===== config.mk =====
export PLATFORM = sky130hd
export DESIGN_NAME = pip_regs
export DESIGN_NICKNAME = d
export VERILOG_FILES = /design/src/rtl/pip_pkg.sv /design/src/rtl/pip_regs.sv
export SDC_FILE = /design/constraint.sdc
export NUM_CORES = 1
export LEC_CHECK = 0
export BUFFER_PORTS_ARGS = -buffer_cell sky130_fd_sc_hd__buf_4
export CAP_MARGIN = 20
export CORE_UTILIZATION = 40
export CTS_CLUSTER_SIZE = 14
export DETAILED_ROUTE_END_ITERATION = 10
export MAX_ROUTING_LAYER = met4
export PLACE_DENSITY = 0.62
export REMOVE_ABC_BUFFERS = 1
export SETUP_SLACK_MARGIN = 0.1
export SLEW_MARGIN = 5
export SYNTH_ARGS = -nofsm -noshare
export SYNTH_HDL_FRONTEND = slang
export SYNTH_SLANG_ARGS = --single-unit

===== constraint.sdc =====
create_clock -name clk -period 1.6 [get_ports clk]
set_input_delay 0 -clock clk [delete_from_list [all_inputs] [get_ports clk]]
set_output_delay 0 -clock clk [all_outputs]
set_load 0.05 [all_outputs]

===== src/rtl/pip_pkg.sv =====
// Shared types and constants for the periodic image point block.
// Holds the payload structs, the configuration and side-band structs and the
// fixed-point widths; depends on nothing.
package pip_pkg;

	localparam int POS_FRAC_BITS = 16;
	localparam int RECIP_FRAC_BITS = 30;
	localparam int SHIFT_BITS = 4;

	// Fractional coordinates carry both fraction widths; the integer cell index is what is left.
	localparam int FRAC_SHIFT = POS_FRAC_BITS + RECIP_FRAC_BITS;
	localparam int N_W = 64 - FRAC_SHIFT;

	localparam logic [1:0] MODE_NONE = 2'd0;
	localparam logic [1:0] MODE_RECT = 2'd1;
	localparam logic [1:0] MODE_TRIC = 2'd2;

	typedef struct packed {
		logic signed [31:0] pos_x;
		logic signed [31:0] pos_y;
		logic signed [31:0] pos_z;
		logic signed [SHIFT_BITS-1:0] shift_x;
		logic signed [SHIFT_BITS-1:0] shift_y;
		logic signed [SHIFT_BITS-1:0] shift_z;
		logic center_origin;
		logic nearest_image;
	} pt_t;

	typedef struct packed {
		logic signed [31:0] image_x;
		logic signed [31:0] image_y;
		logic signed [31:0] image_z;
	} img_t;

	// Cell and reciprocal entries in the order 00 01 02 11 12 22.
	typedef struct packed {
		logic [1:0] mode;
		logic [5:0][31:0] box;
		logic [5:0][31:0] recip;
	} cfg_t;

	// Per-item data that rides along the pipeline beside the image search.
	typedef struct packed {
		logic [2:0][31:0] p;
		logic [2:0][SHIFT_BITS-1:0] k;
		logic o;
		logic near;
		logic [1:0] mode;
		logic [2:0][N_W-1:0] n;
	} side_t;

endpackage


===== src/rtl/pip_regs.sv =====
// Configuration register file on an APB-style port.
// Uses pip_pkg for the configuration struct and the box mode codes.
module pip_regs (
	input logic clk,
	input logic arst_n,
	input logic psel,
	input logic penable,
	input logic pwrite,
	input logic [5:0] paddr,
	input logic [63:0] pwdata,
	output logic [63:0] prdata,
	output logic pready,
	output pip_pkg::cfg_t cfg
);

	localparam logic [2:0] REG_BOX_MODE = 3'd0;
	localparam logic [2:0] REG_CELL_AB = 3'd1;
	localparam logic [2:0] REG_CELL_BC = 3'd2;
	localparam logic [2:0] REG_CELL_CZ = 3'd3;
	localparam logic [2:0] REG_RECIP_A = 3'd4;
	localparam logic [2:0] REG_RECIP_B = 3'd5;
	localparam logic [2:0] REG_RECIP_C = 3'd6;

	logic [1:0] mode_q;
	logic [5:0][31:0] cell_q;
	logic [5:0][31:0] recip_q;
	logic [2:0] idx;
	logic wr;

	assign idx = paddr[5:3];
	assign wr = psel && penable && pwrite;
	assign pready = 1'b1;

	always_ff @(posedge clk or negedge arst_n) begin
		if (!arst_n) begin
			mode_q <= pip_pkg::MODE_NONE;
			cell_q <= '0;
			recip_q <= '0;
		end else if (wr) begin
			unique case (idx)
				REG_BOX_MODE: mode_q <= pwdata[1:0];
				REG_CELL_AB: begin
					cell_q[0] <= pwdata[63:32];
					cell_q[1] <= pwdata[31:0];
				end
				REG_CELL_BC: begin
					cell_q[2] <= pwdata[63:32];
					cell_q[3] <= pwdata[31:0];
				end
				REG_CELL_CZ: begin
					cell_q[4] <= pwdata[63:32];
					cell_q[5] <= pwdata[31:0];
				end
				REG_RECIP_A: begin
					recip_q[0] <= pwdata[63:32];
					recip_q[1] <= pwdata[31:0];
				end
				REG_RECIP_B: begin
					recip_q[2] <= pwdata[63:32];
					recip_q[3] <= pwdata[31:0];
				end
				REG_RECIP_C: begin
					recip_q[4] <= pwdata[63:32];
					recip_q[5] <= pwdata[31:0];
				end
				default: ;
			endcase
		end
	end

	always_comb begin
		unique case (idx)
			REG_BOX_MODE: prdata = {62'd0, mode_q};
			REG_CELL_AB: prdata = {cell_q[0], cell_q[1]};
			REG_CELL_BC: prdata = {cell_q[2], cell_q[3]};
			REG_CELL_CZ: prdata = {cell_q[4], cell_q[5]};
			REG_RECIP_A: prdata = {recip_q[0], recip_q[1]};
			REG_RECIP_B: prdata = {recip_q[2], recip_q[3]};
			REG_RECIP_C: prdata = {recip_q[4], recip_q[5]};
			default: prdata = '0;
		endcase
	end

	assign cfg.mode = mode_q;
	assign cfg.box = cell_q;
	assign cfg.recip = recip_q;

endmodule


==> results of run 1 <==
metal layers:
| metal | up-vias | wire, um | global-route usage [%] | share of wire (%) |
|---|---|---|---|---|
| li1 | 6172 | - | - | - |
| met1 | 7296 | 25380 | 34.25 | 41 |
| met2 | 498 | 30350 | 45.97 | 49 |
| met3 | 120 | 3969 | 5.977 | 6.4 |
| met4 | 0 | 2397 | 12.27 | 3.9 |
| met5 | - | 0 | - | 0 |
worst min-delay path, delay by kind of cell:
kind	cells	cell delay, ps
and+or+nand+nor	2	270
muxes	1	160
buffers and inverters	1	110
area by class of cell:
type,instances,area (um2),area share [%]
multi-input cells,761,8044,30.10
clock inverters,15,138.9,0.5196
diodes,3,7.507,0.02809
well taps,585,732.0,2.739
clock buffers,60,1250,4.677
flip-flops and latches,386,9662,36.15
repair buffers,822,6894,25.79
repair_timing:
action                                  CTS  global route
gates resized for setup                  99            44
gates cloned                              0             0
pin swaps                                 9             8
endpoints found under the hold margin   767             0
endpoints found under the setup margin   64            64
hold buffers                             66             0
buffers inserted                        137            18
registers in the layout (all words and copies together), names as in the netlist:
signal  count
cfg       384
mode_q      2
worst paths after layout:
kind | endpoint | slack (ps)
setup / recovery | prdata[14] | -200
hold / removal | mode_q[0] | 20
setup reg to reg | cfg[248] | 540
hold reg to reg | cfg[224] | 520
max in group asynchronous | cfg[90] | 340
min in group asynchronous | cfg[243] | 480
per-stage QoR:
step | hold WS, ps | power [mW] | setup TNS [ps] | area, um2
global route | 46.96 | 42.12 | -11350 | 26730
global placement | -45.44 | 29.05 | 0 | 22770
CTS | 7.117 | 40.52 | -8675 | 26350
detailed placement | -41.50 | 29.20 | 0 | 22770
finish | 23.24 | 40.67 | -7213 | 26730
floorplan | -295.6 | 23.42 | -425910 | 17030
synth_stat cells (2+ instances only):
library cell	instances
a31oi_1	30
o221ai_1	6
mux2i_1	71
nor2b_1	6
a2bb2oi_1	26
mux2_1	70
buf_2	56
nand2_1	38
buf_1	11
or3_1	2
clkbuf_1	26
nor2_2	4
nand2b_1	3
or2_2	30
mux2_2	379
dfrtp_1	386
a221oi_1	56
a21oi_1	27
kinds of logic after synthesis:
group           share of synthesized area [%]
buf+inv                                 2.444
flops                                   55.32
compound gates                          6.543
simple gates                            2.644
other cells                           0.02148
mux                                     33.03
cells in the final DEF (no fill, tap or decap), drive strengths merged, types with 6 or more instances in the layout:
| cell type | n |
|---|---|
| a221oi | 56 |
| clkbuf | 60 |
| mux2 | 449 |
| buf | 756 |
| a31oi | 30 |
| a21oi | 27 |
| mux2i | 71 |
| or2 | 30 |
| a2bb2oi | 26 |
| o221ai | 6 |
| clkinv | 9 |
| dlygate4sd3 | 66 |
| dfrtp | 386 |
| nand2 | 38 |
| nor2b | 6 |
where the power goes:
part / internal [mW] / switching, mW
Clock: 5.76 / 3.97
Sequential: 11.7 / 1.59
Combinational: 6.38 / 11.3
Total: 23.8 / 16.8
==> impl_metrics.ini, run 1 <==
[worst_setup_path]
path_max_fanout = 2
critPathLaunch = cfg[46]
critical_path_class = reg -> out
cp_cell_sequence = mux2_4 > a221oi_2 > a31oi_1 > buf_4 > buf_8
path_delay_family = flip-flops
critPathSlowestCell = dfrtp_1
crit_path_max_incr_delay_ps = 380
crit_path_start_kind = flip-flop
r2r-start = cfg[248]
required_ps = 1600
arrival_ps = 1800
worstPathBufferInverterCount = 2
crit_cells = 5
reg2reg_depth = 3
critPathCaptureType = primary output

[timing]
setup_violations = 57
rsz0062_at_grt = yes
maxSlewViolCount = 0
post-route-period-util_pct = 112.2
fin_skew_ps = 0
fin_crit_ps = 1796
slew_headroom_pct = 66.48
timing.final.ws_setup_ps = -195.8
worstMarginPinSlew_ps = 502.8
fmax_ghz = 0.5568
finalHoldViolations = 0

[die]
die_h_um = 210.9
dieArea_um2 = 44490
core.rowCount = 76
ioPinCount = 526
start_util_pct = 40.53
die_w_um = 210.9
fp.coreArea_um2 = 43080

[placed_design]
place_ws_ps = 37.56
dp.cells = 2333
dp_hpwl_um = 40630
place_congestion = 0.8449
io_buffers = 521

[route]
drtPass1Iterations = 5
drt_iter0_drc = 683
vias = 14086
drt-total-wl_um = 62100
routed_via_density = 5.352
wl_per_cell_um = 23.59
postRouteAntennaNets = 0
route.detailed.drc = 0

[synth]
synth_top_area_share_pct = 55.32
yosys.area.top_type = dfrtp_1
yosysWarnings = 0
syn_area_per_cell_um2 = 14.07
ys_top_cells_by_area = dfrtp_1 (55%), mux2_2 (24%), mux2_1 (4.5%)
syn_inst = 1241
synth_edf_count = 0
ys_seq_area_share_pct = 55.32
ys_types = 32
synthArstFlopShare_pct = 100.0
synthFlopType = dfrtp_1
syn_area_um2 = 17460
ys_ff_latch = 386

[clock_tree]
htree_levels = 2
cts-root-buf = clkbuf_16
clkTransAtPathRegs_ps = 60
cts_sinks = 386
cts_buffers = 43
cts_tree = yes
clock_path_buffers = 3
insertion_delay_ps = 550

[pwr]
vdd_drop_max_mv = 1.068
p_leak_nw = 13.04
powerDensity_nw_per_um2 = 1522

[job]
maxCapViolCount = 0

[global_route]
grt_max_degree = 65
grt_usage_pct = 28.36
overflow = 0
antenna_found_initial = 3
grt_pass1_vias = 14830
grt_pass1_wl_um = 92200

[worst_hold_path]
min_from = penable
min_path_cells = 4
hp-class = in -> reg

[final_layout]
nFillCells = 3396
fin_util_pct = 62.05
final_cells = 2632
layout-drive-gt1-share_pct = 64.38
area.growth.synth_to_final_pct = 53.08
nets = 2089

[run_status]
outcome = finished with violations
violations = setup timing
No activity file was read; power rests on OpenSTA's default activity.
==> run 2: changes to the inputs <==
- CTS_BUF_LIST: unset -> sky130_fd_sc_hd__clkbuf_16
==> impl_metrics.ini, run 2 (synthesis results as in run 1) <==
[die]
core.rowCount = 76
die_w_um = 210.9
ioPinCount = 526
start_util_pct = 40.53
die_h_um = 210.9
dieArea_um2 = 44490
fp.coreArea_um2 = 43080

[worst_setup_path]
critPathCaptureType = primary output
critPathSlowestCell = dfrtp_1
arrival_ps = 1800
required_ps = 1600
crit_path_start_kind = flip-flop
path_delay_family = flip-flops
ff2ff_setup_slack_ps = 540
path_max_fanout = 3
cp_cell_sequence = mux2i_1 > or2_2 > a31oi_1 > buf_4
crit_path_max_incr_delay_ps = 390
critical_path_class = reg -> out
worstPathBufferInverterCount = 1

[final_layout]
area.growth.synth_to_final_pct = 52.15
nFillCells = 3415
mostFrequentLayoutCell = buf_4
fin_util_pct = 61.67
final_cell_mix = buf_4 (693), dfrtp_1 (384), mux2_2 (349)
largest_reg_flops = 384
final_cells = 2631
layout-drive-gt1-share_pct = 63.58
nets = 2088

[route]
wl_per_cell_um = 23.51
drt_iter0_drc = 649
drtPass1Iterations = 5
vias = 14054
postRouteAntennaNets = 0
route.detailed.drc = 0
drt-total-wl_um = 61840
routed_via_density = 5.342

[timing]
slew_headroom_pct = 66.55
fin_crit_ps = 1797
maxSlewViolCount = 0
fin_tns_setup_ps = -7144
setup_violations = 57
timing.final.ws_setup_ps = -197.1
finalHoldViolations = 0
post-route-period-util_pct = 112.3
fmax_ghz = 0.5565
rsz0062_at_grt = yes
worstMarginPinSlew_ps = 501.8
fin_skew_ps = 0

[clock_tree]
cts_buffers = 43
htree_levels = 2
cts-root-buf = clkbuf_16
clkTransAtPathRegs_ps = 60
cts_tree = yes
cts_sinks = 386
insertion_delay_ps = 550
clock_path_buffers = 3

[placed_design]
dp.cells = 2333
io_buffers = 521
dp_hpwl_um = 40630
place_congestion = 0.8449

[global_route]
overflow = 0
grt_max_degree = 65
grt_pass1_vias = 14809
grt_pass1_wl_um = 91980
grt_usage_pct = 28.26
antenna_found_initial = 3

[pwr]
powerDensity_nw_per_um2 = 1507
p_leak_nw = 12.99
vdd_drop_max_mv = 0.9897

[job]
maxCapViolCount = 0

[run_status]
outcome = finished with violations
violations = setup timing

[worst_hold_path]
hp-class = in -> reg
==> run 2: layout make-up <==
type	instances	area, um2	share of cell area (%)
antenna	3	7.507	0.02826
clock buffer	43	1076	4.050
clock inverter	32	202.7	0.7630
multi-input combinational	761	8010	30.15
sequential	386	9662	36.37
tap	585	732.0	2.755
timing repair buffer	821	6875	25.88
==> run 2: final timing paths <==
path                               start    endpoint  depth (start not counted)
worst max-delay path            cfg[370]  prdata[18]                          4
worst min-delay path             penable   mode_q[0]                          4
worst max register to register  cfg[248]    cfg[248]                          3
worst min register to register  cfg[361]    cfg[361]                          1
max in group asynchronous         arst_n     cfg[90]                          5
min in group asynchronous         arst_n    cfg[243]                          3
==> run 2: power breakdown <==
group / switching (mW) / internal [mW]
clock network: 3.94 / 5.19
registers: 1.59 / 11.7
logic: 11.3 / 6.36
==> run 2: worst reg2reg max path, delay by kind of cell, from the launching register on <==
kind,cells,cell delay (ps)
buf+inv,2,270
flops,1,380
mux,1,290
==> run 2: metrics by stage <==
| step | cell area (um2) | power [mW] | setup WS, ps | hold slack, ps |
|---|---|---|---|---|
| final | 26570 | 40.03 | -197.1 | 21.74 |
| after detailed placement | 22770 | 29.20 | 37.56 | -41.50 |
| after global placement | 22770 | 29.05 | 67.31 | -45.44 |
| after floorplan | 17030 | 23.42 | -1832 | -295.6 |
| after CTS | 26240 | 39.93 | -214.3 | 7.591 |
| after global routing | 26570 | 41.49 | -254.4 | 49.52 |
==> run 2: layer usage <==
| metal | routed length (um) | up-vias | track usage, % | share of wire [%] |
|---|---|---|---|---|
| met4 | 2441 | 0 | 12.34 | 3.9 |
| met5 | 0 | - | - | 0 |
| li1 | - | 6184 | - | - |
| met1 | 25270 | 7244 | 34.18 | 41 |
| met2 | 30150 | 506 | 45.64 | 49 |
| met3 | 3980 | 120 | 6.036 | 6.4 |
==> run 2: timing repair <==
item | in CTS | in global routing
gates cloned | 0 | 0
setup buffers | 136 | 18
hold buffers | 66 | 0
hold endpoints to repair | 767 | 0
endpoints found under the setup margin | 64 | 64
resized for setup | 100 | 35
pin swaps | 10 | 6
==> run 3: changes to the inputs <==
- CORE_UTILIZATION: 40 -> 35
- PLACE_DENSITY: 0.62 -> 0.55
==> impl_metrics.ini, run 3 (synthesis results as in run 1) <==
[run_status]
outcome = finished with violations
violations = setup timing

[timing]
post-route-period-util_pct = 112.2
fin_skew_ps = 0
maxSlewViolCount = 0
worstMarginPinSlew_ps = 690.7
fin_tns_setup_ps = -6875
finalHoldViolations = 0
fmax_ghz = 0.5571
timing.final.ws_setup_ps = -195.0
slew_headroom_pct = 53.86
rsz0062_at_grt = yes
setup_violations = 57
whs_ps = 66.53
fin_crit_ps = 1795

[clock_tree]
clock_path_buffers = 3
cts-root-buf = clkbuf_16
insertion_delay_ps = 560
htree_levels = 2
clkTransAtPathRegs_ps = 60
cts_tree = yes
cts_buffers = 44
cts_sinks = 386

[route]
vias = 14043
drt-total-wl_um = 64380
drtPass1Iterations = 5
postRouteAntennaNets = 0
routed_via_density = 5.172
drt_iter0_drc = 750
wl_per_cell_um = 23.71
route.detailed.drc = 0

[die]
die_h_um = 225.4
ioPinCount = 526
dieArea_um2 = 50780
die_w_um = 225.4
start_util_pct = 35.60
fp.coreArea_um2 = 49050
core.rowCount = 81

[worst_setup_path]
cp_cell_sequence = mux2_4 > a221oi_2 > a31oi_1 > buf_4
worstPathBufferInverterCount = 1
crit_path_start_kind = flip-flop
required_ps = 1600
path_max_fanout = 2
critical_path_class = reg -> out
critPathSlowestCell = dfrtp_1
critPathCaptureType = primary output
arrival_ps = 1800
crit_path_max_incr_delay_ps = 420
path_delay_family = flip-flops

[pwr]
p_switching_mw = 17.06
switching_share_pct = 41.69
p_comb_share_pct = 43.8
powerDensity_nw_per_um2 = 1514
p_seq_share_pct = 32.5
p_leak_nw = 13.14
vdd_drop_max_mv = 0.8945
intPower_mw = 23.86
total_power_mw = 40.93
pwr-share-clk_pct = 23.8

[worst_hold_path]
hp-class = in -> reg

[global_route]
grt_max_degree = 66
grt_usage_pct = 25.65
grt_pass1_vias = 14725
overflow = 0
grt_pass1_wl_um = 94800
antenna_found_initial = 3

[final_layout]
fin_util_pct = 55.11
layout-drive-gt1-share_pct = 64.79
nFillCells = 4248
final_cell_mix = buf_4 (695), dfrtp_1 (384), mux2_2 (338)
mostFrequentLayoutCell = buf_4
final_cells = 2715
design_area_um2 = 27030
area.growth.synth_to_final_pct = 54.83
nets = 2093
largest_reg_flops = 384

[job]
maxCapViolCount = 0

[placed_design]
dp.cells = 2400
dp_hpwl_um = 42300
place_area_um2 = 22770
place_congestion = 0.8748
place_ws_ps = 44.24
io_buffers = 521
-- run 3: cell count changes in the layout (fill, tap and decap cells not counted), sizes merged --
cell      delta
clkinv       -4
clkbuf       +3
clkinvlp     +2
bufinv       +1
inv          -1
buf          +4
-- run 3: power by group through the flow --
stage	Clock [mW]	Combinational, mW	Sequential, mW
after floorplan	0	3.59	19.8
after global placement	0	15.6	13.6
after detailed placement	0	15.6	13.6
after CTS	9.96	17.6	13.2
after global routing	10.3	18.6	13.5
final	9.72	17.9	13.3
-- run 3: worst reg2reg max path: cells and delay by family, from the launching register on --
| kind | cells | cell delay [ps] |
|---|---|---|
| buffers and inverters | 2 | 270 |
| DFF | 1 | 400 |
| muxes | 1 | 260 |
-- run 3: cell type report --
type / count / area, um2 / area share (%)
diodes: 3 / 7.507 / 0.02777
clock buffers: 46 / 1151 / 4.258
clock inverters: 30 / 222.7 / 0.8238
multi-input cells: 761 / 8252 / 30.52
flip-flops and latches: 386 / 9662 / 35.74
well taps: 664 / 830.8 / 3.073
repair buffers: 825 / 6909 / 25.56
-- run 3: worst paths after layout --
check / start / to / slack (ps) / cells after the start
setup / recovery: cfg[78] / prdata[46] / -200 / 4
hold reg to reg: cfg[361] / cfg[361] / 520 / 1
hold / removal: paddr[5] / mode_q[1] / 70 / 3
max in group asynchronous: arst_n / cfg[223] / 530 / 5
min in group asynchronous: arst_n / cfg[149] / 570 / 4
setup reg to reg: cfg[84] / cfg[84] / 550 / 3
-- run 3: repair_timing --
action | CTS | global route
setup endpoints to repair | 64 | 64
resized for setup | 144 | 34
hold endpoints to repair | 772 | 0
pin swaps | 15 | 18
setup buffers | 146 | 23
hold buffers | 67 | 0
-- run 3: per-layer routing --
| metal | track usage [%] | share of wire (%) | vias to the layer above |
|---|---|---|---|
| met5 | - | 0 | - |
| met4 | 9.414 | 3.6 | 0 |
| met3 | 7.484 | 7.3 | 121 |
| met2 | 39.72 | 47 | 481 |
| met1 | 31.70 | 43 | 7249 |
| li1 | - | - | 6192 |
